File: src/rtl/core/mhtm_pkg.sv
// mhtm_pkg: shared types, codes and constants of the metric history monitor
// no dependencies; used by every module under rtl/core

package mhtm_pkg;

  localparam int SAMPLE_W              = 64;
  localparam int FILL_W                = 7;
  localparam int HIST_LEN_W            = 7;
  localparam int HISTORY_DEPTH_DEFAULT = 64;
  localparam int QUEUE_DEPTH           = 4;
  localparam int CFG_DATA_W            = 64;
  localparam int CFG_ADDR_W            = 6;

  // trend floor for the 5 percent band (1/20) and the reset history length
  localparam logic [SAMPLE_W-1:0]   TREND_FLOOR     = 64'd20;
  localparam logic [HIST_LEN_W-1:0] HIST_LEN_RESET  = 7'd64;

  typedef enum logic [1:0] {
    STATUS_OK        = 2'd0,
    STATUS_THRESHOLD = 2'd1,
    STATUS_DISABLED  = 2'd2
  } status_t;

  typedef enum logic [1:0] {
    TREND_STABLE     = 2'd0,
    TREND_INCREASING = 2'd1,
    TREND_DECREASING = 2'd2
  } trend_t;

  typedef enum logic [1:0] {
    KIND_NUMBER = 2'd0,
    KIND_ENUM   = 2'd1,
    KIND_BOOL   = 2'd2
  } kind_t;

  typedef enum logic [2:0] {
    REG_MONITOR_ENABLE    = 3'd0,
    REG_VALUE_KIND        = 3'd1,
    REG_CHECK_LOW_ENABLE  = 3'd2,
    REG_CHECK_HIGH_ENABLE = 3'd3,
    REG_LOW_LIMIT         = 3'd4,
    REG_HIGH_LIMIT        = 3'd5,
    REG_HISTORY_LENGTH    = 3'd6
  } reg_index_t;

  typedef struct packed {
    logic                  monitor_enable;
    logic [1:0]            value_kind;
    logic                  check_low_enable;
    logic                  check_high_enable;
    logic [SAMPLE_W-1:0]   low_limit;
    logic [SAMPLE_W-1:0]   high_limit;
    logic [HIST_LEN_W-1:0] history_length;
  } cfg_t;

  // control part of one queued transaction
  typedef struct packed {
    logic              wr_en;
    logic              need_trend;
    logic              c_two;
    status_t           status;
    logic [FILL_W-1:0] fill;
  } item_ctl_t;

  // queued transaction: sample, write address, two read addresses, control
  function automatic int item_width(input int depth);
    return SAMPLE_W + 3 * $clog2(depth) + $bits(item_ctl_t);
  endfunction

endpackage

File: src/rtl/core/mhtm_regs.sv
// mhtm_regs: apb-style configuration register file
// depends on mhtm_pkg (cfg_t, register index codes, reset values)

module mhtm_regs (
  input  logic                                clk,
  input  logic                                rst,
  input  logic                                psel,
  input  logic                                penable,
  input  logic                                pwrite,
  input  logic [mhtm_pkg::CFG_ADDR_W-1:0]     paddr,
  input  logic [mhtm_pkg::CFG_DATA_W-1:0]     pwdata,
  output logic [mhtm_pkg::CFG_DATA_W-1:0]     prdata,
  output logic                                pready,
  output mhtm_pkg::cfg_t                      cfg
);

  logic       wr;
  logic [2:0] idx;

  assign pready = 1'b1;
  assign wr     = psel && penable && pwrite;
  assign idx    = paddr[5:3];

  always_ff @(posedge clk) begin
    if (rst) begin
      cfg.monitor_enable    <= 1'b1;
      cfg.value_kind        <= mhtm_pkg::KIND_NUMBER;
      cfg.check_low_enable  <= 1'b0;
      cfg.check_high_enable <= 1'b0;
      cfg.low_limit         <= '0;
      cfg.high_limit        <= '1;
      cfg.history_length    <= mhtm_pkg::HIST_LEN_RESET;
    end else if (wr) begin
      unique case (idx)
        mhtm_pkg::REG_MONITOR_ENABLE:    cfg.monitor_enable    <= pwdata[0];
        mhtm_pkg::REG_VALUE_KIND:        cfg.value_kind        <= pwdata[1:0];
        mhtm_pkg::REG_CHECK_LOW_ENABLE:  cfg.check_low_enable  <= pwdata[0];
        mhtm_pkg::REG_CHECK_HIGH_ENABLE: cfg.check_high_enable <= pwdata[0];
        mhtm_pkg::REG_LOW_LIMIT:         cfg.low_limit         <= pwdata;
        mhtm_pkg::REG_HIGH_LIMIT:        cfg.high_limit        <= pwdata;
        mhtm_pkg::REG_HISTORY_LENGTH:
          cfg.history_length <= pwdata[mhtm_pkg::HIST_LEN_W-1:0];
        default: ;
      endcase
    end
  end

  always_comb begin
    unique case (idx)
      mhtm_pkg::REG_MONITOR_ENABLE:    prdata = 64'(cfg.monitor_enable);
      mhtm_pkg::REG_VALUE_KIND:        prdata = 64'(cfg.value_kind);
      mhtm_pkg::REG_CHECK_LOW_ENABLE:  prdata = 64'(cfg.check_low_enable);
      mhtm_pkg::REG_CHECK_HIGH_ENABLE: prdata = 64'(cfg.check_high_enable);
      mhtm_pkg::REG_LOW_LIMIT:         prdata = cfg.low_limit;
      mhtm_pkg::REG_HIGH_LIMIT:        prdata = cfg.high_limit;
      mhtm_pkg::REG_HISTORY_LENGTH:    prdata = 64'(cfg.history_length);
      default:                         prdata = '0;
    endcase
  end

endmodule

File: config.mk
export PLATFORM = sky130hd
export DESIGN_NAME = mhtm_regs
export DESIGN_NICKNAME = d
export VERILOG_FILES = /design/src/rtl/core/mhtm_pkg.sv /design/src/rtl/core/mhtm_regs.sv
export SDC_FILE = /design/constraint.sdc
export NUM_CORES = 1
export LEC_CHECK = 0
export ABC_AREA = 1
export BUFFER_PORTS_ARGS = -buffer_cell sky130_fd_sc_hd__buf_4
export CAP_MARGIN = 20
export CORE_ASPECT_RATIO = 1.25
export CORE_UTILIZATION = 44
export DETAILED_ROUTE_END_ITERATION = 8
export PLACE_DENSITY_LB_ADDON = 0.08
export SYNTH_ARGS = -nofsm -noshare
export SYNTH_HDL_FRONTEND = slang
export SYNTH_SLANG_ARGS = --single-unit
File: constraint.sdc
create_clock -name clk -period 1 [get_ports clk]
set_input_delay 0.1 -clock clk [delete_from_list [all_inputs] [get_ports clk]]
set_output_delay 0.1 -clock clk [all_outputs]
set_load 0.05 [all_outputs]
==> impl_results.md, run 1 <==
* Setup WS pre-CTS at -309 ps
* DIE HEIGHT at roughly 140 µm
* Worst EP post-GRT repair: prdata[0]
* Die extent in x at approximately 110 µm
* # H-tree levels at 4
* Root cell of the clock tree: clkbuf_16
* Yosys cell types at 24
* Register bit total from synthesis at 140
* Syn Area/Cell at between 6 and 7 µm²
* Fail Step: global routing (5_1_grt)
* CTS buffer count at 17
* Mapped Nets at between 1000 and 1500
* Synthesis Warnings at 0
* Clock tree buffer depth at 2
* I/O Pins at 280
* Starting density of the core at between 40 and 50%
* Row cnt at 49
* DP HPWL at around 15 mm
* Worst-path end type: top-level output
* Sequential area share after synthesis at a little over two fifths
* Log Error: [ERROR DPL-0038] Utilization greater than 100%, impossible to legalize
* PortBufs at between 200 and 300
* Largest net degree at the start of global routing at 63
* Clock sinks at 140
* Post-Syn Area at around 0.0066 mm²
* Mapped Cells at 1013
* Gpl congestion at ~0.9
* Outcome: stopped before the end
synthesized netlist by cell type:
library cell  number  area [µm²]
clkbuf_2           2        10.0
nand3_4            2        35.0
clkbuf_1          24        90.1
nand4_1            5        31.3
nor2_8             2        40.0
nand2_2            1        6.26
dfxtp_1          140        2800
a21oi_1            1        5.00
nor2_4             2        22.5
inv_4              1        6.26
o21ai_0           43         215
clkinv_1           1        3.75
nor2_1           154         578
nand2_1          348        1310
buf_2             18        90.1
inv_2              3        11.3
nand3_1          143         716
buf_6             11         124
buf_4             11        82.6
nor2_2             2        12.5
conb_1             1        3.75
inv_1             69         259
buf_1              6        22.5
o21ai_1           23         115
cell families after synthesis:
family | count (synthesis) | synth area share [%]
AOI/OAI and AO/OA | 67 | 5.09
buffers and inverters | 146 | 10.6
other | 1 | 0.0569
and+or+nand+nor | 659 | 41.7
DFF | 140 | 42.5
stage by stage:
stage / instances / area [µm²]
2_1_floorplan: 1013 / 7350
3_5_place_dp: 1440 / 9750
3_3_place_gp: 1440 / 9750
4_1_cts: 1570 / 13600
what timing repair did:
action,in CTS
hold buffers,64
pin swaps,56
gates resized for setup,699
setup endpoints to repair,204
setup buffers,27
cloned,7
hold endpoints to repair,104
==> run 2, diff against run 1 <==
Settings changed: CORE_ASPECT_RATIO 1.25 to not set, CORE_UTILIZATION 44 to 40, PLACE_DENSITY_LB_ADDON 0.08 to 0.15.
Clock period 1 ns to 1.3 ns, I/O delays scaled along.
==> impl_results.md, run 2 <==
* Outcome: complete, but fails checks
* Failing checks: setup timing
* Startpoint Class: input pin
* Reg-to-Reg End: cfg[7]$_SDFFE_PP1P_
* Hold EP: cfg[136]$_SDFFE_PP0P_
* Clock tree buffer depth at 2
* HP Start: paddr[5]
* Hold depth at 5
* Share of cells above drive strength 1 at approximately 34%
* Starting density of the core at about two fifths
* GRT Total Usage at between 20% and 30%
* CTS buffer count at 17
* Biggest regs: cfg (140)
* Grt ovf at 0
* I/O Pins at 280
* Ys flop type: dfxtp_1
* Antenna Violating Nets Remaining at 0
* CP Max Fanout at 6
* Crit. End Element: output pin
* Final Max Tran Viols at 0
* Maximum VDD drop at 0.888 mV
* # H-tree levels at 4
* Initial antenna violation count at 0
* Die extent in x at 130 µm
* Mapped Cells at roughly 1000
* Initial drt markers at a little under 400
* Wire length on met3 at about 1.5 mm
* Max-cap check violation count at 0
* Required @ worst endpoint at 1170 ps
* Synth area leaders: dfxtp_1 43%, nand2_1 20%, nand3_1 11%
* Worst rel slew slack at around 66%
* Most common cell after layout, fill and taps aside: nand2_1
* Worst-path clk slew at 60 ps
* Max reg flops at 140
* Largest net degree at the start of global routing at 75
* P per Cell Area at 1040 mW/mm²
* Gpl congestion at roughly 0.8
* Crit path DAT at about 1200 ps
* Critical path class: in -> out
* Clock sinks at 140
* Worst R2R Path Depth at 3
* First-pass GRT wire length at between 30 and 40 mm
* Vias in the first global route at 6742
* Die Area at around 0.017 mm²
* Vias per cell at between 4 and 5
* Met1 Wirelength at about 9.8 mm
* Post-Syn Area at ~0.0066 mm²
* Pwr Total at roughly 11000 µW
* PortBufs at approximately 280
* Syn Area/Cell at roughly 6.5 µm²
* Row cnt at 46
* Yosys cell types at 24
* Setup violators final at 24
* Synth area leader: dfxtp_1
* Leak at 0.00514 µW
* Final Skew at 0 ps
* Clk_lat worst skew at 420 ps
* Post-synth ARST share at 0%
* Sequential area share after synthesis at between 40% and 50%
* Nets at ~1400
* Max Clk Rate at 741 MHz
* Post-synth top area share at ~43%
* Hold_ws at between 100 and 150 ps
* RSZ-0062 raised after global routing: true
* Drt total wl at about 23 mm
* Most frequent cells in the layout: 285 x nand2_1, 247 x buf_4, 154 x nor2_1, 136 x nand3_1, 121 x dfxtp_1
* Root cell of the clock tree: clkbuf_16
* DIE HEIGHT at 130 µm
* Synthesis Warnings at 0
* Reg-to-reg startpoint: cfg[7]$_SDFFE_PP1P_
* Most flops, register: cfg
* Via count at about 7600
* Number of enable flip-flop cells after synthesis at 0
* Crit path time final at approximately 1300 ps
* First-pass iteration count of the detailed router at 5
* Slew @ Worst Pin at 516 ps
* Post-synth top cells: 348 x nand2_1, 154 x nor2_1, 143 x nand3_1, 140 x dfxtp_1, 69 x inv_1
* Fillcell total at approximately 1400
* Flop2flop setup slack at around 530 ps
* CTS tree: yes
* Top routing layer in use: met4
* Area growth, synth to finish at 66.6%
* Final WS setup at -49.1 ps
* DP HPWL at around 14 mm
* Wirelength per Cell at ~15 µm
* Fin crit share at 104%
* Hold Vio Cnt, Final at 0
* # DRC at 0
* Register bit total from synthesis at 140
* Most frequent cell after synthesis: nand2_1
* Mapped Nets at 1088
* Core area at roughly 0.016 mm²
* Met2 WL at around 12 mm
* HP Class: in -> reg
run 2: cell counts after synthesis:
No cell type changed its count.
run 2: kinds of logic after synthesis:
family          Yosys count  synth area share (%)
simple gates            659                  41.7
flops                   140                  42.5
other cells               1                0.0569
buf+inv                 146                  10.6
compound gates           67                  5.09
run 2: per-layer routing:
metal	global-route usage, %	up-vias
li1	-	3824
met1	32.2	3505
met2	46.4	264
met3	5.13	26
met4	9.26	0
met5	0	-
run 2: worst max path at each step:
stage,from,endpoint,slack [ps],depth (start not counted)
final,paddr[5],prdata[6],-50,8
after floorplan,paddr[4],prdata[10],30,7
after global routing,cfg[0]$_SDFFE_PP0P_,prdata[0],-110,5
after CTS,paddr[3],prdata[8],-60,9
after global placement,paddr[4],prdata[11],-80,8
after detailed placement,paddr[4],prdata[11],-80,8
run 2: cell type report:
type | count | area, µm² | share of cell area, %
Clock buffer | 19 | 433 | 3.94
Multi-Input combinational cell | 727 | 3290 | 30.0
Tap cell | 216 | 270 | 2.46
Timing Repair Buffer | 389 | 3690 | 33.6
Antenna cell | 1 | 2.50 | 0.0228
Sequential cell | 140 | 2830 | 25.8
Inverter | 74 | 288 | 2.62
Clock inverter | 12 | 173 | 1.57
run 2: report_power, final:
| part | switching [µW] | total [µW] | leakage [µW] | internal (µW) |
|---|---|---|---|---|
| logic | 1180 | 1980 | 0.00371 | 798 |
| clock network | 1860 | 5050 | 0.000293 | 3190 |
| registers | 49.1 | 4400 | 0.00114 | 4350 |
run 2: metrics by stage:
step / instances / utilization (%) / worst slack (ps) / setup TNS, ps / instance area [µm²]
3_5_place_dp: 1466 / 56.9 / -75.3 / -3750 / 9100
5_1_grt: 1577 / 68.6 / -106 / -1960 / 11000
2_1_floorplan: 1013 / - / 26.3 / 0 / 6770
3_3_place_gp: 1466 / 56.9 / -76.7 / -3940 / 9100
6_report: 1578 / 68.6 / -49.1 / -358 / 11000
4_1_cts: 1573 / 67.1 / -60.9 / -1220 / 10700
run 2: critical path, stage by stage:
cell       delay, ps
buf_4            130
inv_2             60
nor2_4           240
buf_8            190
clkbuf_16        170
nand2_1           70
nand3_2           80
buf_8            140
run 2: repair_timing:
action / CTS / global route
cloned: 4 / 2
hold endpoints to repair: 66 / 0
endpoints found under the setup margin: 59 / 62
hold buffers: 64 / 0
buffers inserted: 8 / 3
resized for setup: 64 / 60
pin swaps: 8 / 8
No activity file was read; power rests on OpenSTA's default activity.
