**src/rtl/core/mhtm_pkg.sv**
```systemverilog
// mhtm_pkg: shared types, codes and constants of the metric history monitor
// no dependencies; used by every module under rtl/core

package mhtm_pkg;

  localparam int SAMPLE_W              = 64;
  localparam int FILL_W                = 7;
  localparam int HIST_LEN_W            = 7;
  localparam int HISTORY_DEPTH_DEFAULT = 64;
  localparam int QUEUE_DEPTH           = 4;
  localparam int CFG_DATA_W            = 64;
  localparam int CFG_ADDR_W            = 6;

  // trend floor for the 5 percent band (1/20) and the reset history length
  localparam logic [SAMPLE_W-1:0]   TREND_FLOOR     = 64'd20;
  localparam logic [HIST_LEN_W-1:0] HIST_LEN_RESET  = 7'd64;

  typedef enum logic [1:0] {
    STATUS_OK        = 2'd0,
    STATUS_THRESHOLD = 2'd1,
    STATUS_DISABLED  = 2'd2
  } status_t;

  typedef enum logic [1:0] {
    TREND_STABLE     = 2'd0,
    TREND_INCREASING = 2'd1,
    TREND_DECREASING = 2'd2
  } trend_t;

  typedef enum logic [1:0] {
    KIND_NUMBER = 2'd0,
    KIND_ENUM   = 2'd1,
    KIND_BOOL   = 2'd2
  } kind_t;

  typedef enum logic [2:0] {
    REG_MONITOR_ENABLE    = 3'd0,
    REG_VALUE_KIND        = 3'd1,
    REG_CHECK_LOW_ENABLE  = 3'd2,
    REG_CHECK_HIGH_ENABLE = 3'd3,
    REG_LOW_LIMIT         = 3'd4,
    REG_HIGH_LIMIT        = 3'd5,
    REG_HISTORY_LENGTH    = 3'd6
  } reg_index_t;

  typedef struct packed {
    logic                  monitor_enable;
    logic [1:0]            value_kind;
    logic                  check_low_enable;
    logic                  check_high_enable;
    logic [SAMPLE_W-1:0]   low_limit;
    logic [SAMPLE_W-1:0]   high_limit;
    logic [HIST_LEN_W-1:0] history_length;
  } cfg_t;

  // control part of one queued transaction
  typedef struct packed {
    logic              wr_en;
    logic              need_trend;
    logic              c_two;
    status_t           status;
    logic [FILL_W-1:0] fill;
  } item_ctl_t;

  // queued transaction: sample, write address, two read addresses, control
  function automatic int item_width(input int depth);
    return SAMPLE_W + 3 * $clog2(depth) + $bits(item_ctl_t);
  endfunction

endpackage

```
**src/rtl/core/mhtm_front.sv**
```systemverilog
// mhtm_front: accepts samples, keeps ring pointer and fill count, gives the
// threshold verdict and plans the trend reads; depends on mhtm_pkg

module mhtm_front #(
  parameter int HISTORY_DEPTH = mhtm_pkg::HISTORY_DEPTH_DEFAULT
) (
  input  logic                                               clk,
  input  logic                                               rst,
  input  mhtm_pkg::cfg_t                                     cfg,
  input  logic                                               push,
  output logic                                               full,
  input  logic [mhtm_pkg::SAMPLE_W-1:0]                      sample_value,
  input  logic                                               q_full,
  output logic                                               q_push,
  output logic [mhtm_pkg::item_width(HISTORY_DEPTH)-1:0]     q_data
);

  localparam int PTR_W = $clog2(HISTORY_DEPTH);
  localparam int CNT_W = $clog2(HISTORY_DEPTH + 1);
  localparam int CMP_W = (CNT_W > mhtm_pkg::HIST_LEN_W) ? CNT_W : mhtm_pkg::HIST_LEN_W;

  logic [PTR_W-1:0] wpos, wpos_next;
  logic [CNT_W-1:0] fill, fill_next;

  logic [CMP_W-1:0] hl_ext;
  logic [CNT_W-1:0] len, wp_inc, fc, fill_upd;
  logic [PTR_W-1:0] wp, wpos_adv, start, f_idx, g_idx;
  logic [CNT_W:0]   last_sum;
  logic             c_two, need_trend, over;
  mhtm_pkg::item_ctl_t ctl;

  assign full   = q_full;
  assign q_push = push && !q_full;

  // effective ring length: zero acts as one, saturate at the depth
  always_comb begin
    hl_ext = CMP_W'(cfg.history_length);
    if (hl_ext == '0) begin
      len = CNT_W'(1);
    end else if (hl_ext > CMP_W'(HISTORY_DEPTH)) begin
      len = CNT_W'(HISTORY_DEPTH);
    end else begin
      len = CNT_W'(hl_ext);
    end
  end

  always_comb begin
    wp       = (CNT_W'(wpos) >= len) ? '0 : wpos;
    fc       = (fill > len) ? len : fill;
    wp_inc   = CNT_W'(wp) + CNT_W'(1);
    wpos_adv = (wp_inc == len) ? '0 : PTR_W'(wp_inc);
    fill_upd = (fc < len) ? fc + CNT_W'(1) : fc;

    // trend window: oldest up to three kept samples
    need_trend = (cfg.value_kind == mhtm_pkg::KIND_NUMBER) && (fill_upd >= CNT_W'(2));
    c_two      = (fill_upd >= CNT_W'(3));
    start      = (fill_upd == len) ? wpos_adv : '0;
    f_idx      = start;
    last_sum   = (CNT_W+1)'(start) + (c_two ? (CNT_W+1)'(2) : (CNT_W+1)'(1));
    if (last_sum >= (CNT_W+1)'(len)) begin
      g_idx = PTR_W'(last_sum - (CNT_W+1)'(len));
    end else begin
      g_idx = PTR_W'(last_sum);
    end

    over = ((cfg.value_kind == mhtm_pkg::KIND_NUMBER) ||
            (cfg.value_kind == mhtm_pkg::KIND_ENUM)) &&
           ((cfg.check_low_enable && (sample_value < cfg.low_limit)) ||
            (cfg.check_high_enable && (sample_value > cfg.high_limit)));

    if (cfg.monitor_enable) begin
      ctl.wr_en      = 1'b1;
      ctl.need_trend = need_trend;
      ctl.c_two      = c_two;
      ctl.status     = over ? mhtm_pkg::STATUS_THRESHOLD : mhtm_pkg::STATUS_OK;
      ctl.fill       = mhtm_pkg::FILL_W'(fill_upd);
      wpos_next      = wpos_adv;
      fill_next      = fill_upd;
    end else begin
      ctl.wr_en      = 1'b0;
      ctl.need_trend = 1'b0;
      ctl.c_two      = 1'b0;
      ctl.status     = mhtm_pkg::STATUS_DISABLED;
      ctl.fill       = mhtm_pkg::FILL_W'(fill);
      wpos_next      = wpos;
      fill_next      = fill;
    end
  end

  assign q_data = {sample_value, wp, f_idx, g_idx, ctl};

  always_ff @(posedge clk) begin
    if (rst) begin
      wpos <= '0;
      fill <= '0;
    end else if (q_push) begin
      wpos <= wpos_next;
      fill <= fill_next;
    end
  end

endmodule

```
**config.mk**
```make
export PLATFORM = sky130hd
export DESIGN_NAME = mhtm_front
export DESIGN_NICKNAME = d
export VERILOG_FILES = /design/src/rtl/core/mhtm_pkg.sv /design/src/rtl/core/mhtm_front.sv
export SDC_FILE = /design/constraint.sdc
export NUM_CORES = 1
export LEC_CHECK = 0
export ABC_AREA = 1
export BUFFER_PORTS_ARGS = -buffer_cell sky130_fd_sc_hd__clkbuf_2
export CAP_MARGIN = 5
export CORE_AREA = 2 2 117 119
export DETAILED_ROUTE_END_ITERATION = 8
export DIE_AREA = 0 0 119 121
export GPL_ROUTABILITY_DRIVEN = 0
export PLACE_DENSITY = 0.93
export REMOVE_ABC_BUFFERS = 1
export SLEW_MARGIN = 20
export SYNTH_ARGS = -nofsm -noshare
export SYNTH_HDL_FRONTEND = slang
export SYNTH_SLANG_ARGS = --single-unit
```
**constraint.sdc**
```tcl
create_clock -name clk -period 16.69 [get_ports clk]
set_input_delay 3.338 -clock clk [delete_from_list [all_inputs] [get_ports clk]]
set_output_delay 3.338 -clock clk [all_outputs]
set_load 0.005 [all_outputs]
```
Word level (Yosys, flattened, before mapping):

Index checks and enable logic that the tools add are counted.

* eq/ne operators: 3
* shift operators: 0
* order comparisons: 9
* divide/modulo/power cells: 0
* add/sub/neg operators: 4
* bitwise gates (word level): 0
* $mul: 0
* mux-type cells: 11
* reduce and logical (&&, ||, !) cells: 11

Operators by type and width (number)
* $gt 64x64->1: 1
* $lt 64x64->1: 1
* $mux 7: 4
* $mux 6: 4
* $eq 7x7->1: 2
* $ge 7x2->1 const B: 2
* $mux 12: 1
* $add 6x1->7 const B: 1
* $add 6x2->7: 1
* $add 7x1->7 const B: 1
* $ge 6x7->1: 1
* $ge 7x7->1: 1
* $gt 7x7->1: 1
* $gt 7x7->1 const B: 1
* $logic_not 7->1: 1
* $lt 7x7->1: 1
* $sub 6x6->6: 1
* $logic_and 1x1->1: 5
* $eq 2x1->1 const B: 1
* $logic_not 2->1: 1
* $logic_or 1x1->1: 2
* $mux 2: 1
* $reduce_and 2->1: 1
* $logic_not 1->1: 1
* $mux 1: 1

* output and inout port bits: 96
* bits in registers: 13
* input bits: 208
* memory bits (writable): 0
* memories kept: 0
* bits in latches: 0
* logic and storage cells: 40
* ROM bits: 0

Longest topological paths before layout:

* depth in word-level cells: 12
* gate-level depth with buffers: 43
* mapped depth without buffers: 42

Worst setup path after synthesis:

Ideal clock, no wire load.

* path kind: input port to output port
* start: in cfg[5] in the netlist's numbering
* end: out q_data[15] in the netlist's numbering
* arrival: 8.866 ns
* data required time: 13.352 ns
* path buffers: 0
* path slack: 4.486 ns
* stages: 37
* path through: nor2_1 -> nand3_1 -> nand2_1 -> nand2_1 -> ha_1 -> nand2_1 -> nand2_1 -> a21oi_2 -> nand2_4 -> o21ai_0 -> inv_1 -> ha_1 -> nand2_1 -> nor2_1 -> a211oi_2 -> a21boi_4 -> nand3_1 -> nand3_1 -> nand2_2 -> nor2_8 -> nand3_2 -> nor2_1 -> ha_1 -> inv_1 -> fa_1 -> inv_1 -> nand4_2 -> nand2_1 -> inv_1 -> ha_1 -> inv_1 -> o21ai_0 -> a221oi_1 -> nand3_1 -> inv_1 -> nand3_1 -> o21ai_1

* longest elaborated chain between the ends: 12
* elaborated cells between the ends (all ways): 22
* those cells by class: add/sub: 4; order compare: 6; eq/ne: 2; mux: 9; reduce/logical: 1

Ends and longest elaborated chain
* start, declared: line mhtm_front.sv:9 `input mhtm_pkg::cfg_t cfg,`
* $gt 7x7->1: line mhtm_front.sv:40 `end else if (hl_ext > CMP_W'(HISTORY_DEPTH)) begin`
* $mux 7: line mhtm_front.sv:40
* $mux 7 (*): line mhtm_front.sv:38 `if (hl_ext == '0) begin`
* $gt 7x7->1 or $ge 6x7->1 (tied branches): line mhtm_front.sv:49, mhtm_front.sv:48
* $mux 7 or $mux 6 (tied branches): line mhtm_front.sv:49, mhtm_front.sv:48
* $add 7x1->7 (tied with other cells): line mhtm_front.sv:52 `fill_upd = (fc < len) ? fc + CNT_W'(1) : fc;`
* $mux 7 or $eq 7x7->1 (tied branches): line mhtm_front.sv:52, mhtm_front.sv:51
* $eq 7x7->1 or $mux 6 (tied branches): line mhtm_front.sv:57, mhtm_front.sv:51
* $mux 6 (*): line mhtm_front.sv:57 `start = (fill_upd == len) ? wpos_adv : '0;`
* named net q_data, one bit: line mhtm_front.sv:15 `output logic [mhtm_pkg::item_width(HISTORY_DEPTH)-1:0] q_data`
* $add 6x2->7 (*): line mhtm_front.sv:59 `last_sum = (CNT_W+1)'(start) + (c_two ? (CNT_W+1)'(2) : (CNT_W+1)'(1));`
* $sub 6x6->6 or $ge 7x7->1 (tied branches): line mhtm_front.sv:61, mhtm_front.sv:60
* $mux 6 (*): line mhtm_front.sv:60 `if (last_sum >= (CNT_W+1)'(len)) begin`
* end, declared: line mhtm_front.sv:15

Mark *: on every way through the listed nets, which the timed path passes. The rest lies on a longest branch.

Final worst setup path:

* start: in cfg[5] in the netlist's numbering
* end: out q_data[15] in the netlist's numbering

* longest elaborated chain between the ends: 12
* elaborated cells between the ends (all ways): 22
* those cells by class: add/sub: 4; order compare: 6; eq/ne: 2; mux: 9; reduce/logical: 1

Ends and longest elaborated chain
* $gt 7x7->1: line mhtm_front.sv:40
* $mux 7: line mhtm_front.sv:40
* $mux 7 (*): line mhtm_front.sv:38
* $gt 7x7->1 or $ge 6x7->1 (tied branches): line mhtm_front.sv:49, mhtm_front.sv:48
* $mux 7 or $mux 6 (tied branches): line mhtm_front.sv:49, mhtm_front.sv:48
* $add 7x1->7 (tied with other cells): line mhtm_front.sv:52
* $mux 7 or $eq 7x7->1 (tied branches): line mhtm_front.sv:52, mhtm_front.sv:51
* $ge 7x2->1 (tied with other cells): line mhtm_front.sv:56 `c_two = (fill_upd >= CNT_W'(3));`
* $mux 2 or $mux 6 (tied branches): line mhtm_front.sv:59, mhtm_front.sv:57
* $add 6x2->7: line mhtm_front.sv:59
* $sub 6x6->6 or $ge 7x7->1 (tied branches): line mhtm_front.sv:61, mhtm_front.sv:60
* $mux 6 (*): line mhtm_front.sv:60

Every way passes the cells marked *; elsewhere a longest branch is shown, timed or not.

==> reports/qor.txt <==
Status - complete, no violations
Critical path startpoint category - input pin
Total core area - 13100 µm²
Post-CTS setup repair buffer count - 0
Num Clock Sinks - 13
Crit path buf inv count - 8
Largest net degree at the start of global routing - 16
Tcrit/Tclk final - 0.796
CP peak stage delay - 470 ps
Critical path class - input pin to primary output
Ports - 304
Worst Tran Pin Value - 586 ps
P&R area growth vs syn - 20.3%
Max Clk Rate - 75.3 MHz
Initial antenna violation count - 4
Slowest CP cell - a211oi_2
Via density - 5.20
Max Root-Sink Buffers - 2
Die area - 14400 µm²
Worst-path clk slew - 50 ps
Power Density - 45.6 nW/µm²
Row count - 42
Port Buffers - 303
CTS tree - yes
Vias - 7311
Drt pass-1 iters - 7
Synth top area cells - ha_1 (30%), inv_1 (13%), nand2_1 (9.7%)
Post-route setup slack - 3400 ps
HPWL Detailed - 18500 µm
Die width - 119 µm
Internal - 0.000173 W
H-tree levels - 1
Nets - 1594
Pleak - 4.94 nW
CTS buffer count - 3
Maximum vdd drop - 51.7 µV
Vias in the first global route - 6959
Clock Skew - 0.988 ps
Mean Syn Cell Area - 6.52 µm²
Die Span Y - 121 µm
Drt initial violations - 582
Final WL - 20600 µm
Syn Std Cell Area - 6450 µm²
Overflow after GRT - 0
Routed Antenna Nets - 0
Crit Path Max Fanout - 8
Root Driver - clkbuf_16
Gate count of the mapped netlist - 990
Required @ worst endpoint - 13350 ps
Seq/Total Area, Yosys - 0.0403
Dominant cell type by area after synthesis - ha_1
Layout cells sized above 1 - 0.307
DP Worst Slack - 3540 ps
Post_cts resized - 0
Ys flop type - dfxtp_1
Netlist cell types - 49
Unrepaired setup endpoints after global routing - false
Synth Register Bits - 13
Psw - 0.000181 W
Hold buffers post-CTS - 0
Max_cap viols - 0
Initial core utilization - 0.493
Rel. slew slack - 0.609
CP Capture Type - primary output
Final hold vios - 0
Setup_tns - 0 ps
First-pass GRT wire length - 32500 µm
Area share of the largest cell type after synthesis - 0.304
Top cell family by delay on the critical path - simple AND/OR/NAND/NOR gates
EDFF count, synth - 0
Combinational fraction of design power - 0.768
Multi-input gate area - 4830 µm²
Sequential cell area - 260 µm²
Fin. max-slew vios - 0
Flop pwr share - 0.098
Avg WL per Cell - 14.6 µm
Async set-reset flop share out of synthesis - 0
Worst Hold Class - flop to flop
Clock share of power - 0.134
Yosys warnings - 0
Worst EP arrival - 9950 ps
GRT Total Usage - 0.276
Clock Latency Late Sink - 250 ps
Drc violations - 0
Sw frac - 0.513
Fillers - 1197
Setup violators final - 0
Period minus WS final - 13290 ps
area by class of cell:
cell class | instances | area share
multi-input cells | 683 | 0.623
repair buffers | 303 | 0.195
inverters | 223 | 0.108
flip-flops and latches | 13 | 0.0335
well taps | 176 | 0.0284
clock buffers | 4 | 0.0102
diodes | 4 | 0.00129
worst min-delay path, cell delays in order (launching register included):
cell	delay, ps
dfxtp_1	310
o21ai_0	160
a21oi_1	50
registers in the layout (all words and copies together) (netlist names):
signal	cells
wpos	6
fill	7
through the flow:
stage	instances	total power [W]	cell area, µm²	hold slack [ps]	utilization
global placement	1398	0.000296	7670	546	0.586
CTS	1402	0.000351	7750	563	0.592
finish	1406	0.000354	7760	566	0.593
detailed placement	1398	0.000303	7670	557	0.586
floorplan	919	0.000206	5940	497	-
global route	1403	0.000390	7750	581	0.593
cells in the final DEF, fill, tap and decap left out, types with 3 or more instances in the layout:
cell type / count
nand2_1: 167
ha_1: 157
a31oi_1: 3
nand3_1: 54
clkbuf_16: 3
a21oi_2: 3
nand2_4: 9
nor4_1: 3
dfxtp_1: 13
nand3_2: 4
nor2_1: 37
nor3_1: 10
nand2_2: 25
diode_2: 4
nor2_2: 6
o211ai_1: 4
a211oi_1: 8
nor2_4: 5
o21ai_0: 44
xor2_1: 6
o21ai_1: 5
a21oi_1: 77
inv_1: 219
nand4_1: 23
clkbuf_2: 303
final timing paths:
check | from | endpoint | slack (ps) | cells after the start
worst max-delay path | cfg[5] | q_data[15] | 3400 | 39
worst min-delay path | wpos[0]$_SDFFE_PP0P_ | wpos[0]$_SDFFE_PP0P_ | 570 | 2
worst max register to register | fill[2]$_SDFFE_PP0P_ | fill[6]$_SDFFE_PP0P_ | 13270 | 16
worst min register to register | wpos[0]$_SDFFE_PP0P_ | wpos[0]$_SDFFE_PP0P_ | 570 | 2
cells in the mapped netlist (all sizes together) (3+ instances only):
library cell and n:
a21oi 80, dfxtp 13, xor2 6, clkbuf 4, o21ai 51, o211ai 4
nor3 10, buf 67, nor4 3, nand3 59, a31oi 3, nor2 50
inv 222, ha 157, a211oi 9, nand2 202, nand4 27
routing by layer:
metal / up-vias / share of wire / track usage
li1: 3675 / - / -
met1: 3225 / 0.43 / 0.344
met2: 352 / 0.46 / 0.483
met3: 59 / 0.081 / 0.0493
met4: 0 / 0.029 / 0.0863
met5: - / 0 / 0
kinds of logic after synthesis:
family | Yosys count | synth area share
and+or+nand+nor | 357 | 0.283
buffers and inverters | 294 | 0.211
AOI/OAI and AO/OA | 160 | 0.146
adders and majority gates | 159 | 0.311
DFF | 13 | 0.0403
xor gates and xnor gates | 7 | 0.00950
power groups by stage:
stage | sequential [W] | combinational (W) | clock [W]
2_1_floorplan | 0.0000347 | 0.000172 | 0
3_3_place_gp | 0.0000352 | 0.000261 | 0
3_5_place_dp | 0.0000353 | 0.000268 | 0
4_1_cts | 0.0000347 | 0.000270 | 0.0000468
5_1_grt | 0.0000349 | 0.000307 | 0.0000480
6_report | 0.0000348 | 0.000272 | 0.0000474
No activity file was read; power rests on OpenSTA's default activity.
