<file path="src/rtl/core/mhtm_pkg.sv">
// mhtm_pkg: shared types, codes and constants of the metric history monitor
// no dependencies; used by every module under rtl/core

package mhtm_pkg;

  localparam int SAMPLE_W              = 64;
  localparam int FILL_W                = 7;
  localparam int HIST_LEN_W            = 7;
  localparam int HISTORY_DEPTH_DEFAULT = 64;
  localparam int QUEUE_DEPTH           = 4;
  localparam int CFG_DATA_W            = 64;
  localparam int CFG_ADDR_W            = 6;

  // trend floor for the 5 percent band (1/20) and the reset history length
  localparam logic [SAMPLE_W-1:0]   TREND_FLOOR     = 64'd20;
  localparam logic [HIST_LEN_W-1:0] HIST_LEN_RESET  = 7'd64;

  typedef enum logic [1:0] {
    STATUS_OK        = 2'd0,
    STATUS_THRESHOLD = 2'd1,
    STATUS_DISABLED  = 2'd2
  } status_t;

  typedef enum logic [1:0] {
    TREND_STABLE     = 2'd0,
    TREND_INCREASING = 2'd1,
    TREND_DECREASING = 2'd2
  } trend_t;

  typedef enum logic [1:0] {
    KIND_NUMBER = 2'd0,
    KIND_ENUM   = 2'd1,
    KIND_BOOL   = 2'd2
  } kind_t;

  typedef enum logic [2:0] {
    REG_MONITOR_ENABLE    = 3'd0,
    REG_VALUE_KIND        = 3'd1,
    REG_CHECK_LOW_ENABLE  = 3'd2,
    REG_CHECK_HIGH_ENABLE = 3'd3,
    REG_LOW_LIMIT         = 3'd4,
    REG_HIGH_LIMIT        = 3'd5,
    REG_HISTORY_LENGTH    = 3'd6
  } reg_index_t;

  typedef struct packed {
    logic                  monitor_enable;
    logic [1:0]            value_kind;
    logic                  check_low_enable;
    logic                  check_high_enable;
    logic [SAMPLE_W-1:0]   low_limit;
    logic [SAMPLE_W-1:0]   high_limit;
    logic [HIST_LEN_W-1:0] history_length;
  } cfg_t;

  // control part of one queued transaction
  typedef struct packed {
    logic              wr_en;
    logic              need_trend;
    logic              c_two;
    status_t           status;
    logic [FILL_W-1:0] fill;
  } item_ctl_t;

  // queued transaction: sample, write address, two read addresses, control
  function automatic int item_width(input int depth);
    return SAMPLE_W + 3 * $clog2(depth) + $bits(item_ctl_t);
  endfunction

endpackage

</file>
<file path="src/rtl/core/mhtm_queue.sv">
// mhtm_queue: short fifo between front and back parts
// depends on mhtm_pkg (QUEUE_DEPTH)

module mhtm_queue #(
  parameter int WIDTH = 8
) (
  input  logic             clk,
  input  logic             rst,
  input  logic             wr,
  input  logic [WIDTH-1:0] wdata,
  output logic             full,
  input  logic             rd,
  output logic [WIDTH-1:0] rdata,
  output logic             empty
);

  localparam int IDX_W = $clog2(mhtm_pkg::QUEUE_DEPTH);
  localparam int CNT_W = $clog2(mhtm_pkg::QUEUE_DEPTH + 1);

  logic [WIDTH-1:0] slots [mhtm_pkg::QUEUE_DEPTH];
  logic [IDX_W-1:0] wr_ptr, rd_ptr;
  logic [CNT_W-1:0] count;

  assign full  = (count == CNT_W'(mhtm_pkg::QUEUE_DEPTH));
  assign empty = (count == '0);
  assign rdata = slots[rd_ptr];

  always_ff @(posedge clk) begin
    if (wr) begin
      slots[wr_ptr] <= wdata;
    end
  end

  always_ff @(posedge clk) begin
    if (rst) begin
      wr_ptr <= '0;
      rd_ptr <= '0;
      count  <= '0;
    end else begin
      if (wr) begin
        wr_ptr <= (wr_ptr == IDX_W'(mhtm_pkg::QUEUE_DEPTH - 1)) ? '0 : wr_ptr + IDX_W'(1);
      end
      if (rd) begin
        rd_ptr <= (rd_ptr == IDX_W'(mhtm_pkg::QUEUE_DEPTH - 1)) ? '0 : rd_ptr + IDX_W'(1);
      end
      if (wr && !rd) begin
        count <= count + CNT_W'(1);
      end else if (rd && !wr) begin
        count <= count - CNT_W'(1);
      end
    end
  end

`ifndef SYNTHESIS
  a_no_overflow: assert property (@(posedge clk) disable iff (rst)
    !(wr && full && !rd))
    else $error("queue written while full");

  a_no_underflow: assert property (@(posedge clk) disable iff (rst)
    !(rd && empty))
    else $error("queue read while empty");
`endif

endmodule

</file>
<file path="config.mk">
export PLATFORM = sky130hd
export DESIGN_NAME = mhtm_queue
export DESIGN_NICKNAME = d
export VERILOG_FILES = /design/src/rtl/core/mhtm_pkg.sv /design/src/rtl/core/mhtm_queue.sv
export SDC_FILE = /design/constraint.sdc
export NUM_CORES = 1
export LEC_CHECK = 0
export ABC_AREA = 1
export BUFFER_PORTS_ARGS = -buffer_cell sky130_fd_sc_hd__buf_2
export CORE_MARGIN = 4
export CORE_UTILIZATION = 55
export DETAILED_ROUTE_END_ITERATION = 8
export GPL_ROUTABILITY_DRIVEN = 0
export GPL_TIMING_DRIVEN = 1
export PLACE_DENSITY_LB_ADDON = 0.1
export SYNTH_ARGS = -nofsm -noshare
export SYNTH_HDL_FRONTEND = slang
export SYNTH_SLANG_ARGS = --single-unit
</file>
<file path="constraint.sdc">
create_clock -name clk -period 1.3 [get_ports clk]
set_input_delay 0.13 -clock clk [delete_from_list [all_inputs] [get_ports clk]]
set_output_delay 0.13 -clock clk [all_outputs]
set_load 0.05 [all_outputs]
</file>
After elaboration in Yosys (flattened, before gate mapping)
Memories as Yosys holds them, arrays and structs flattened. A register that Yosys moved wholly into a read port is not among the register bits.
Index checks and enable logic that the tools add are counted.
{ "totals": {"reg_bits": 7, "latch_bits": 0, "ramBits": 32, "romBits": 0, "in_bits": 12, "out_inout_bits": 10, "elab_cells": 25, "mem_count": 1} }
{ "memory_table": {"columns": ["memory", "words", "width", "read_ports", "rd_ports_with_merged_regs", "write_ports", "line", "source"], "rows": [
  ["slots", 4, 8, 1, 1, 1, "mhtm_queue.sv:20", "logic [WIDTH-1:0] slots [mhtm_pkg::QUEUE_DEPTH];"]
]} }
{ "classes": {"addsub": 4, "multipliers": 0, "div": 0, "magnitude_cmp": 0, "n_eq_ne": 3, "shifts": 0, "mux": 8, "n_bitwise": 0, "reduce_logical": 6} }
{ "ops": {"columns": ["cell", "n"], "rows": [
  ["$mux 2", 4],
  ["$mux 3", 2],
  ["$add 2x1->2 const B", 2],
  ["$eq 2x2->1 const B", 2],
  ["$add 3x1->3 const B", 1],
  ["$eq 3x3->1 const B", 1],
  ["$logic_not 3->1", 1],
  ["$sub 3x1->3 const B", 1],
  ["$logic_and 1x1->1", 2],
  ["$logic_not 1->1", 2],
  ["$mux 1", 2],
  ["$reduce_bool 2->1", 1]
]} }

Depth between registers and ports, before layout
Gate-level depths: netlist of the first run.
{ "logic_depth": {"word_depth": 4, "depth_mapped": 10, "depth_no_buf": 10} }

Worst setup path after synthesis of the first run
OpenSTA, ideal clock, no wires.
{ "synth_timing": {"path_type": "reg-to-output", "startpoint": "register count[0]", "endpoint": "output port empty", "arrival_ns": 1.431, "required_time_ns": 1.170, "path_slack_ns": -0.261, "stages_incl_launch_ff": 2, "path_buffers": 0, "path_cell_list": "dfxtp_1 > nor3_1"} }
{ "synth_between": {"elab_chain_cells": 1} }
{ "synth_rtl": {"columns": ["item", "line", "source"], "rows": [
  ["start, declared", "mhtm_queue.sv:22", "logic [CNT_W-1:0] count;"],
  ["start signal, assigned", "mhtm_queue.sv:47", "count <= count + CNT_W'(1);"],
  ["start signal, assigned", "mhtm_queue.sv:49", "count <= count - CNT_W'(1);"],
  ["$logic_not 3->1", "mhtm_queue.sv:25", "assign empty = (count == '0);"],
  ["end, declared", "mhtm_queue.sv:14", "output logic empty"]
]} }
No other way between the ends.

==> results of run 1 <==
## placed cells by master (no fill, tap or decap), types with 3 or more instances in the layout
master / count
dfxtp_1: 4
buf_4: 10
buf_2: 11
a21oi_1: 3
ha_1: 6
o21ai_2: 9
edfxtp_1: 32
o22ai_2: 8
nand2_1: 8
o21ai_0: 4
nor2_1: 22
inv_1: 14
dlygate4sd3_1: 9
buf_6: 11
o21ai_1: 5
clkbuf_4: 5
dfxtp_4: 3
## state kept, by name, indices dropped and copies added (netlist names), named ones only
register and cells:
count 3, rd_ptr 2, slots 32, wr_ptr 2
## timing repair
action / 4_1_cts / 5_1_grt
endpoints found under the setup margin: 10 / 11
buffers inserted: 0 / 0
hold endpoints to repair: 14 / 20
resized for setup: 42 / 16
hold buffers: 4 / 5
pin swaps: 10 / 8
cloned: 0 / 0
## logic make-up (layout without fill, tap and decap cells)
group | Yosys count | after routing | share of synthesized area [%]
flops | 41 | 41 | 69.1
simple gates | 38 | 38 | 9.47
fa+ha+maj | 7 | 7 | 5.76
buf+inv | 18 | 67 | 5.00
xor+xnor | 1 | 1 | 0.530
compound gates | 30 | 30 | 10.2
## worst max path at each step
stage / slack [ns] / endpoint / start / cells past startpoint
finish: -0.17 / rdata[3] / register / 4
global route: -0.23 / rdata[7] / register / 4
CTS: -0.15 / rdata[4] / register / 4
detailed placement: -0.04 / count[2] / rd / 11
global placement: 0.02 / count[2] / rd / 11
floorplan: -0.26 / empty / count[0] / 1
## layout make-up
type / count / area (um^2) / area share [%]
Clock buffer: 6 / 51.3 / 2.27
Clock inverter: 2 / 37.5 / 1.66
Inverter: 16 / 67.6 / 2.99
Multi-Input combinational cell: 76 / 528 / 23.4
Sequential cell: 41 / 1150 / 51.2
Tap cell: 31 / 38.8 / 1.72
Timing Repair Buffer: 43 / 379 / 16.8
## power groups by stage
stage	Clock, uW	Sequential (uW)	Combinational [uW]
final	844	1550	681
after global routing	932	1550	734
after CTS	857	1530	640
after detailed placement	0	1560	551
after global placement	0	1550	533
after floorplan	0	1550	392
## worst max-delay path, stage by stage (launching register included)
cell and delay (ns):
dfxtp_4 0.41, buf_8 0.14, o21ai_2 0.07, o22ai_2 0.20, buf_6 0.18
## cell usage after synthesis
master	count	share of area [%]
edfxtp_1	32	58
nor2_1	22	5.0
inv_1	15	3.4
o21ai_0	15	4.5
dfxtp_1	9	11
nand2_1	8	1.8
o22ai_1	8	3.0
ha_1	6	4.5
nor3_1	4	1.2
a21oi_1	3	0.91
buf_6	2	1.4
nor2_2	2	0.76
o21ai_1	2	0.61
o21ai_2	2	1.1
fa_1	1	1.2
inv_2	1	0.23
nand3_1	1	0.30
nand4_1	1	0.38
xor2_1	1	0.53
## metal layers
metal	part of all wire [%]	global-route usage [%]
met2	57	31.2
met5	0	0
met3	4.0	4.86
met4	0.99	6.61
met1	38	19.6
## through the flow
| step | total power [uW] | util [%] | setup TNS [ns] |
|---|---|---|---|
| floorplan | 1940 | - | -0.521 |
| global placement | 2080 | 68.9 | 0 |
| finish | 3070 | 80.5 | -1.06 |
| global route | 3220 | 80.5 | -1.65 |
| detailed placement | 2110 | 68.9 | -0.0438 |
| CTS | 3030 | 76.9 | -1.10 |
==> reports/qor.csv, run 1 <==
metric;value;unit
proportion of layout cells with a drive suffix above 1;39.1;%
Setup violations, final;8;
root buf cell;clkbuf_4;
final WL;3.42;mm
first drt pass iteration count;4;
Yosys Warn Count;0;
final instance area;2260;um^2
measured slew at the worst slew-check pin;0.206;ns
Reg2Reg Capture Point;slots[2][7];
Setup crit start kind;register;
Die Area;3940;um^2
failing checks;negative setup slack;
switching fraction of total power;27.9;%
maximum VDD drop;0.00107;V
P_leak;0.000920;uW
CTS tree;done;
post-layout minimum cycle time;1.47;ns
CP Data Required Time;1.17;ns
Seq cells post-synth;41;
Max Slew Vio Count;0;
Nets;202;
status;complete, but fails checks;
r2r startpoint;wr_ptr[0];
crit share post-route;113;%
Initial Util;58.9;%
min-delay src;rd;
DP Worst Slack;-0.0387;ns
sequential area share after synthesis;69.1;%
power density over the cells;1360;nW/um^2
Clk pwr share;27.5;%
Int Pwr;2220;uW
Die H;62.8;um
hpwl dp;2.19;mm
library cells used by synthesis;19;
Area Overhead vs Synth;36.7;%
post-synthesis instance area;1650;um^2
Ports;22;
Vias;1135;
H-tree levels;2;
CP Max Fanout;8;
first-pass GRT wire length;5.18;mm
number of buffers created by CTS;5;
# fillers;179;
largest net degree at the start of global routing;17;
vias in the first global route;1130;
Net Count, Synth;154;
Reg2Reg Depth;5;
Max-cap violations;0;
# rows;19;
clk slew on worst S/H paths;0.12;ns
Core Footprint;2810;um^2
Layout Skew;0.0145;ns
Residual DRC;0;
gr usage total;17.4;%
grt ovf;0;
ANT nets after route;0;
Slew headroom;86.2;%
later-pin clock latency in the skew report;0.34;ns
hold path cells;3;
WP data arrival;1.34;ns
Reg power frac;50.3;%
crit end category;primary output;
Num Clock Sinks;41;
hold endpoint;rd_ptr[1];
Die X;62.8;um
fin cells;215;
port bufs;21;
Switch Pwr;856;uW
setup ws final;-0.171;ns
Max Buffers Root-to-Sink;2;
WL per Instance;15.9;um
Mean Syn Cell Area;12.2;um^2
HP Class;input pin to register;
Antenna Cells;0;
synthesized instance count;135;
Crit Path Class;register to primary output;
RSZ-0062 raised after global routing;true;
Vias/cell;5.28;
Cell Area, Placed;1930;um^2
WHS;0.0808;ns
Fin. Hold Viols;0;
Placed Cells incl. Taps;198;
flop2flop setup slack;0.10;ns
Fmax;680;MHz
combinational share of power;22.2;%
initial antenna violation count;0;
first-iteration detailed-routing DRC count;56;
(Power assumes the default switching activity.)
==> run 2: changes to the inputs <==
--- a/config.mk
+++ b/config.mk
@@ -7,8 +7,10 @@
 export LEC_CHECK = 0
 export ABC_AREA = 1
 export BUFFER_PORTS_ARGS = -buffer_cell sky130_fd_sc_hd__buf_2
+export CELL_PAD_IN_SITES_DETAIL_PLACEMENT = 0
+export CELL_PAD_IN_SITES_GLOBAL_PLACEMENT = 1
 export CORE_MARGIN = 4
-export CORE_UTILIZATION = 55
+export CORE_UTILIZATION = 45
 export DETAILED_ROUTE_END_ITERATION = 8
 export GPL_ROUTABILITY_DRIVEN = 0
 export GPL_TIMING_DRIVEN = 1
==> run 2 against run 1 <==
Against the previous run: the run still ends with negative setup slack left; utilization fell by 17 points; first-iteration DRC count shrank 13%; combinational power down 5.4%; largest power group unchanged; cell count increased by 2.8%; sequential power barely moved; worst setup slack improved by 0.083 ns; critical path depth did not move; largest cell class unchanged; die area is 19% higher; via count decreased by 5.2%.
==> reports/qor.csv, run 2 (synthesized netlist as in run 1, its figures left out) <==
metric;value;unit
status;complete, but fails checks;
failing checks;negative setup slack;
Initial Util;48.0;%
Regs by FF count;slots (32), count (3);
Setup violations, final;8;
hold path cells;2;
fin util;63.4;%
WHS;0.0408;ns
RSZ-0062 raised after global routing;true;
Vias;1076;
number of setup buffers added after CTS;0;
CP Data Required Time;1.17;ns
Critical Path Stages;4;
first-iteration detailed-routing DRC count;49;
port bufs;21;
Die X;68.6;um
CP bufs+invs;2;
Die H;68.6;um
CP max-delay cell;dfxtp_4;
H-tree levels;2;
Layout Skew;0.00985;ns
setup ws final;-0.0882;ns
max reg flops;32;
grt ovf;0;
final WL;3.10;mm
first drt pass iteration count;4;
min-delay src;rst;
later-pin clock latency in the skew report;0.29;ns
met1 WL;1.22;mm
Die Area;4700;um^2
top routing layer used;met4;
Area Overhead vs Synth;32.1;%
Core Footprint;3440;um^2
ANT nets after route;0;
Reg2Reg Depth;3;
Ports;22;
hold-fix buffers at CTS;0;
proportion of layout cells with a drive suffix above 1;37.1;%
Num Clock Sinks;41;
Residual DRC;0;
largest net degree at the start of global routing;17;
WP data arrival;1.26;ns
power density over the cells;1390;nW/um^2
r2r startpoint;count[1];
commonest non-fill, non-tap cell in the layout;edfxtp_1;
maximum VDD drop;0.000611;V
vias in the first global route;1145;
fin cells;221;
Fin. Hold Viols;0;
post-layout minimum cycle time;1.39;ns
Setup crit start kind;register;
hpwl dp;2.19;mm
crit end category;primary output;
Biggest register;slots;
Fmax;720;MHz
most used cell, CP;buf_6;
Max Slew Vio Count;0;
Vias/cell;4.87;
measured slew at the worst slew-check pin;0.217;ns
number of buffers created by CTS;5;
initial antenna violation count;0;
commonest cells after routing, fill and taps aside;32 x edfxtp_1, 21 x nor2_1, 14 x inv_1, 11 x buf_2, 10 x buf_6;
WL met2;1.73;mm
Met3 Wirelength;106;um
Total Power;3020;uW
CTS tree;done;
clk slew on worst S/H paths;0.08;ns
Antenna Cells;0;
Cell Chain, Critical Path;buf_6 > o21ai_1 > o22ai_2 > buf_6;
kind of cell adding the most delay to the critical path;flip-flops;
Placed Cells incl. Taps;212;
Critical Path End;rdata[7];
Reg2Reg Capture Point;count[1];
CP Max Fanout;6;
Slew headroom;85.4;%
Max Buffers Root-to-Sink;2;
CP max stage delay;0.39;ns
P_leak;0.000885;uW
crit share post-route;107;%
Nets;193;
root buf cell;clkbuf_8;
WL per Instance;14.0;um
Max-cap violations;0;
HP Class;input pin to register;
Crit Path Class;register to primary output;
first-pass GRT wire length;5.11;mm
gr usage total;15.8;%
Setup TNS;-0.588;ns
flop2flop setup slack;0.10;ns
# rows;21;
[run 2: area by class of cell]
class                      count  area [um^2]
timing repair buffer          34          315
fill                         290         1260
clock inverter                 2         13.8
inverter                      16         65.1
sequential                    41         1150
tap                           46         57.6
clock buffer                   6         82.6
multi-input combinational     76          498
[run 2: where the power goes]
part | total [uW] | leakage (uW) | switching (uW) | internal [uW]
Clock | 847 | 0.0000512 | 417 | 430
Sequential | 1530 | 0.000370 | 45.4 | 1490
Combinational | 644 | 0.000464 | 395 | 249
[run 2: worst min path at each step]
stage          slack, ns           to
6_report            0.04     count[0]
5_1_grt             0.04  slots[2][5]
4_1_cts             0.04  slots[2][6]
3_5_place_dp        0.35  slots[2][6]
3_3_place_gp        0.34  slots[3][4]
2_1_floorplan       0.20     count[0]
[run 2: per-layer routing]
layer | track usage (%) | vias up
met1 | 15.9 | 507
li1 | - | 549
met5 | 0 | -
met2 | 29.8 | 16
met4 | 7.44 | 0
met3 | 4.21 | 4
[run 2: worst register-to-register path, delay by kind of cell, from the launching register on]
kind	cells	cell delay, ns
AOI/OAI and AO/OA	1	0.17
adders and majority gates	1	0.46
DFF	1	0.42
and+or+nand+nor	1	0.05
[run 2: timing repair]
action,CTS,global route
gates resized for setup,33,11
pin swaps,5,6
cloned,1,0
endpoints found under the setup margin,8,11
[run 2: through the flow]
step                      instance area, um^2  setup slack (ns)
final                                    2180           -0.0882
after global routing                     2180            -0.134
after CTS                                2160           -0.0959
after detailed placement                 1980           -0.0603
after global placement                   1980            0.0115
after floorplan                          1700            -0.261
==> run 3: changes to the inputs <==
--- a/config.mk
+++ b/config.mk
@@ -5,15 +5,15 @@
 export SDC_FILE = /design/constraint.sdc
 export NUM_CORES = 1
 export LEC_CHECK = 0
-export ABC_AREA = 1
 export BUFFER_PORTS_ARGS = -buffer_cell sky130_fd_sc_hd__buf_2
 export CELL_PAD_IN_SITES_DETAIL_PLACEMENT = 0
 export CELL_PAD_IN_SITES_GLOBAL_PLACEMENT = 1
 export CORE_MARGIN = 4
-export CORE_UTILIZATION = 45
+export CORE_UTILIZATION = 47
 export DETAILED_ROUTE_END_ITERATION = 8
 export GPL_ROUTABILITY_DRIVEN = 0
 export GPL_TIMING_DRIVEN = 1
+export HOLD_SLACK_MARGIN = 0.12
 export PLACE_DENSITY_LB_ADDON = 0.1
 export SYNTH_ARGS = -nofsm -noshare
 export SYNTH_HDL_FRONTEND = slang
==> run 3 against run 2 <==
Against the previous run: clock power decreased by 11%; synthesized cell count decreased by 36%; combinational power grew 4.3%; critical endpoint is now rdata[5]; the flow still finishes with violations (negative setup slack); sequential share of layout area fell by 0.21 points; utilization increased by 5.9 points; via count shrank 18%; critical path depth shrank 1; largest cell class unchanged; cell area rose by 0.17%.
==> reports/qor.csv, run 3 <==
metric;value;unit
status;complete, but fails checks;
failing checks;negative setup slack;
later-pin clock latency in the skew report;0.33;ns
Synth Area in Adders;5.95;%
Yosys Warn Count;0;
post-layout minimum cycle time;1.65;ns
final WL;2.66;mm
Main synth FF type;edfxtp_1;
vias in the first global route;1016;
crit end category;primary output;
power density over the cells;1360;nW/um^2
Commonest cells post-synth;32 x edfxtp_1, 9 x dfxtp_1, 8 x mux4_2;
Cell Chain, Critical Path;buf_12 > mux4_2 > buf_6;
HP Class;input pin to register;
area of the multi-input gates;463;um^2
Layout Skew;0.00570;ns
Core Footprint;3150;um^2
Vias;885;
flop2flop setup slack;-0.05;ns
Slew headroom;86.7;%
Max-cap violations;0;
Biggest register;slots;
met1 usage;15.5;%
Post-Synth Simple-Gate Area;4.86;%
Yosys top cell by area;edfxtp_1;
CP Data Required Time;1.17;ns
initial antenna violation count;0;
Nets;152;
largest net degree at the start of global routing;13;
post-synthesis instance area;1600;um^2
top cell type's share of synthesized area;60.1;%
H-tree levels;2;
# fillers;224;
grt met2 use;26.0;%
Max Buffers Root-to-Sink;2;
Ports;22;
Residual DRC;0;
CTS tree;done;
# rows;20;
WHS;0.174;ns
CP max stage delay;0.52;ns
fin util;69.3;%
grt ovf;0;
CP max-delay cell;mux4_2;
first-iteration detailed-routing DRC count;39;
GR Util met3;6.12;%
gr usage total;15.1;%
Net Count, Synth;105;
crit share post-route;127;%
Fin. Hold Viols;0;
commonest cells after routing, fill and taps aside;32 x edfxtp_1, 12 x buf_6, 11 x buf_2, 9 x dlygate4sd3_1, 8 x mux4_2;
setup ws final;-0.346;ns
measured slew at the worst slew-check pin;0.199;ns
Synth Area in Compound Gates;0.940;%
library cells used by synthesis;17;
Regs by FF count;slots (32), count (3);
Setup violations, final;9;
Seq cells post-synth;41;
Mean Syn Cell Area;18.6;um^2
RSZ-0062 raised after global routing;true;
Initial Util;50.7;%
Most Crowded Layer GR;met2;
port bufs;21;
Cell Area, Placed;1930;um^2
Area Overhead vs Synth;36.8;%
synthesized instance count;86;
WP data arrival;1.52;ns
Post-Synth XOR/XNOR Area;1.10;%
max reg flops;32;
sequential area share after synthesis;71.4;%
commonest non-fill, non-tap cell in the layout;edfxtp_1;
Fmax;607;MHz
root buf cell;clkbuf_4;
clk slew on worst S/H paths;0.11;ns
Die X;66.3;um
Async S/R FF share, synth;0;%
r2r startpoint;count[0];
ranking of synthesized cells by area;edfxtp_1 60%, dfxtp_1 11%, mux4_2 11%, ha_1 4.7%, mux2i_1 2.5%;
main combinational cell family by area after synthesis;multiplexers;
CP Max Fanout;8;
final instance area;2190;um^2
ANT nets after route;0;
min-delay src;rd;
Num Clock Sinks;41;
Antenna Cells;0;
mux share of post-synthesis cell area;13.8;%
maximum VDD drop;0.000815;V
WL per Instance;15.0;um
Die H;66.3;um
first drt pass iteration count;4;
hpwl dp;1.85;mm
number of buffers created by CTS;5;
first-pass GRT wire length;4.69;mm
P_leak;0.000820;uW
Vias/cell;5.00;
proportion of layout cells with a drive suffix above 1;44.4;%
most frequent cell after synthesis;edfxtp_1;
Die Area;4400;um^2
Max Slew Vio Count;0;
Setup crit start kind;register;
Crit Path Class;register to primary output;
storage element area;1150;um^2
Post-synth EDFFs;32;
run 3: changes by cell type in the layout (fill, tap and decap cells not counted), moves of 5 or more:
cell           before  now
o22ai_2             8    0
clkbuf_8            6    0
o21ai_2             6    0
mux4_2              0    8
nand2_1             8    0
inv_1              14    2
dlygate4sd3_1       0    9
nor2_1             21    7
o21ai_1             7    0
o21ai_0             6    1
run 3: what timing repair did:
item | CTS | global route
gates resized for setup | 25 | 3
pin swaps | 5 | 3
setup buffers | 1 | 0
hold endpoints to repair | 41 | 0
endpoints found under the setup margin | 11 | 20
hold buffers | 9 | 0
run 3: logic make-up after synthesis:
logic type | count (synthesis)
flip-flops | 41
AND/OR/NAND/NOR | 15
multiplexers | 12
adder cells (fa/ha/maj) | 7
buffers and inverters | 6
AO/OA/AOI/OAI | 3
XOR/XNOR | 2
run 3: layout make-up:
| cell class | count | share of cell area [%] |
|---|---|---|
| inverters | 4 | 0.801 |
| clock buffers | 5 | 1.72 |
| repair buffers | 42 | 19.7 |
| well taps | 44 | 2.52 |
| clock inverters | 2 | 1.60 |
| flip-flops and latches | 41 | 52.5 |
| multi-input cells | 39 | 21.2 |
run 3: per-layer routing:
layer  share of wire (%)  vias up
met5                   0        -
met3                 4.7       10
met2                  53       24
met4                 3.3        0
li1                    -      425
met1                  39      426
run 3: critical path, delay by kind of cell (launching register included):
kind / cells / cell delay [ns]
buffers and inverters: 2 / 0.31
flip-flops: 1 / 0.35
multiplexers: 1 / 0.52
run 3: worst paths after layout:
path	cells after the start	endpoint
setup / recovery	3	rdata[5]
hold / removal	4	register
setup reg to reg	4	count[2]
hold reg to reg	2	count[2]
run 3: power by group:
group          switching (uW)  internal [uW]  total, uW  leakage [uW]
Clock                     365            392        757     0.0000410
Sequential               42.4           1490       1540      0.000370
Combinational             355            317        672      0.000410
run 3: metrics by stage:
step	setup TNS [ns]	worst slack, ns	total power [uW]	std cells
2_1_floorplan	-0.0348	-0.0348	1920	86
3_3_place_gp	-0.385	-0.176	2090	160
3_5_place_dp	-0.520	-0.232	2110	160
4_1_cts	-2.95	-0.375	3000	177
5_1_grt	-3.49	-0.421	3120	177
6_report	-2.70	-0.346	2970	177
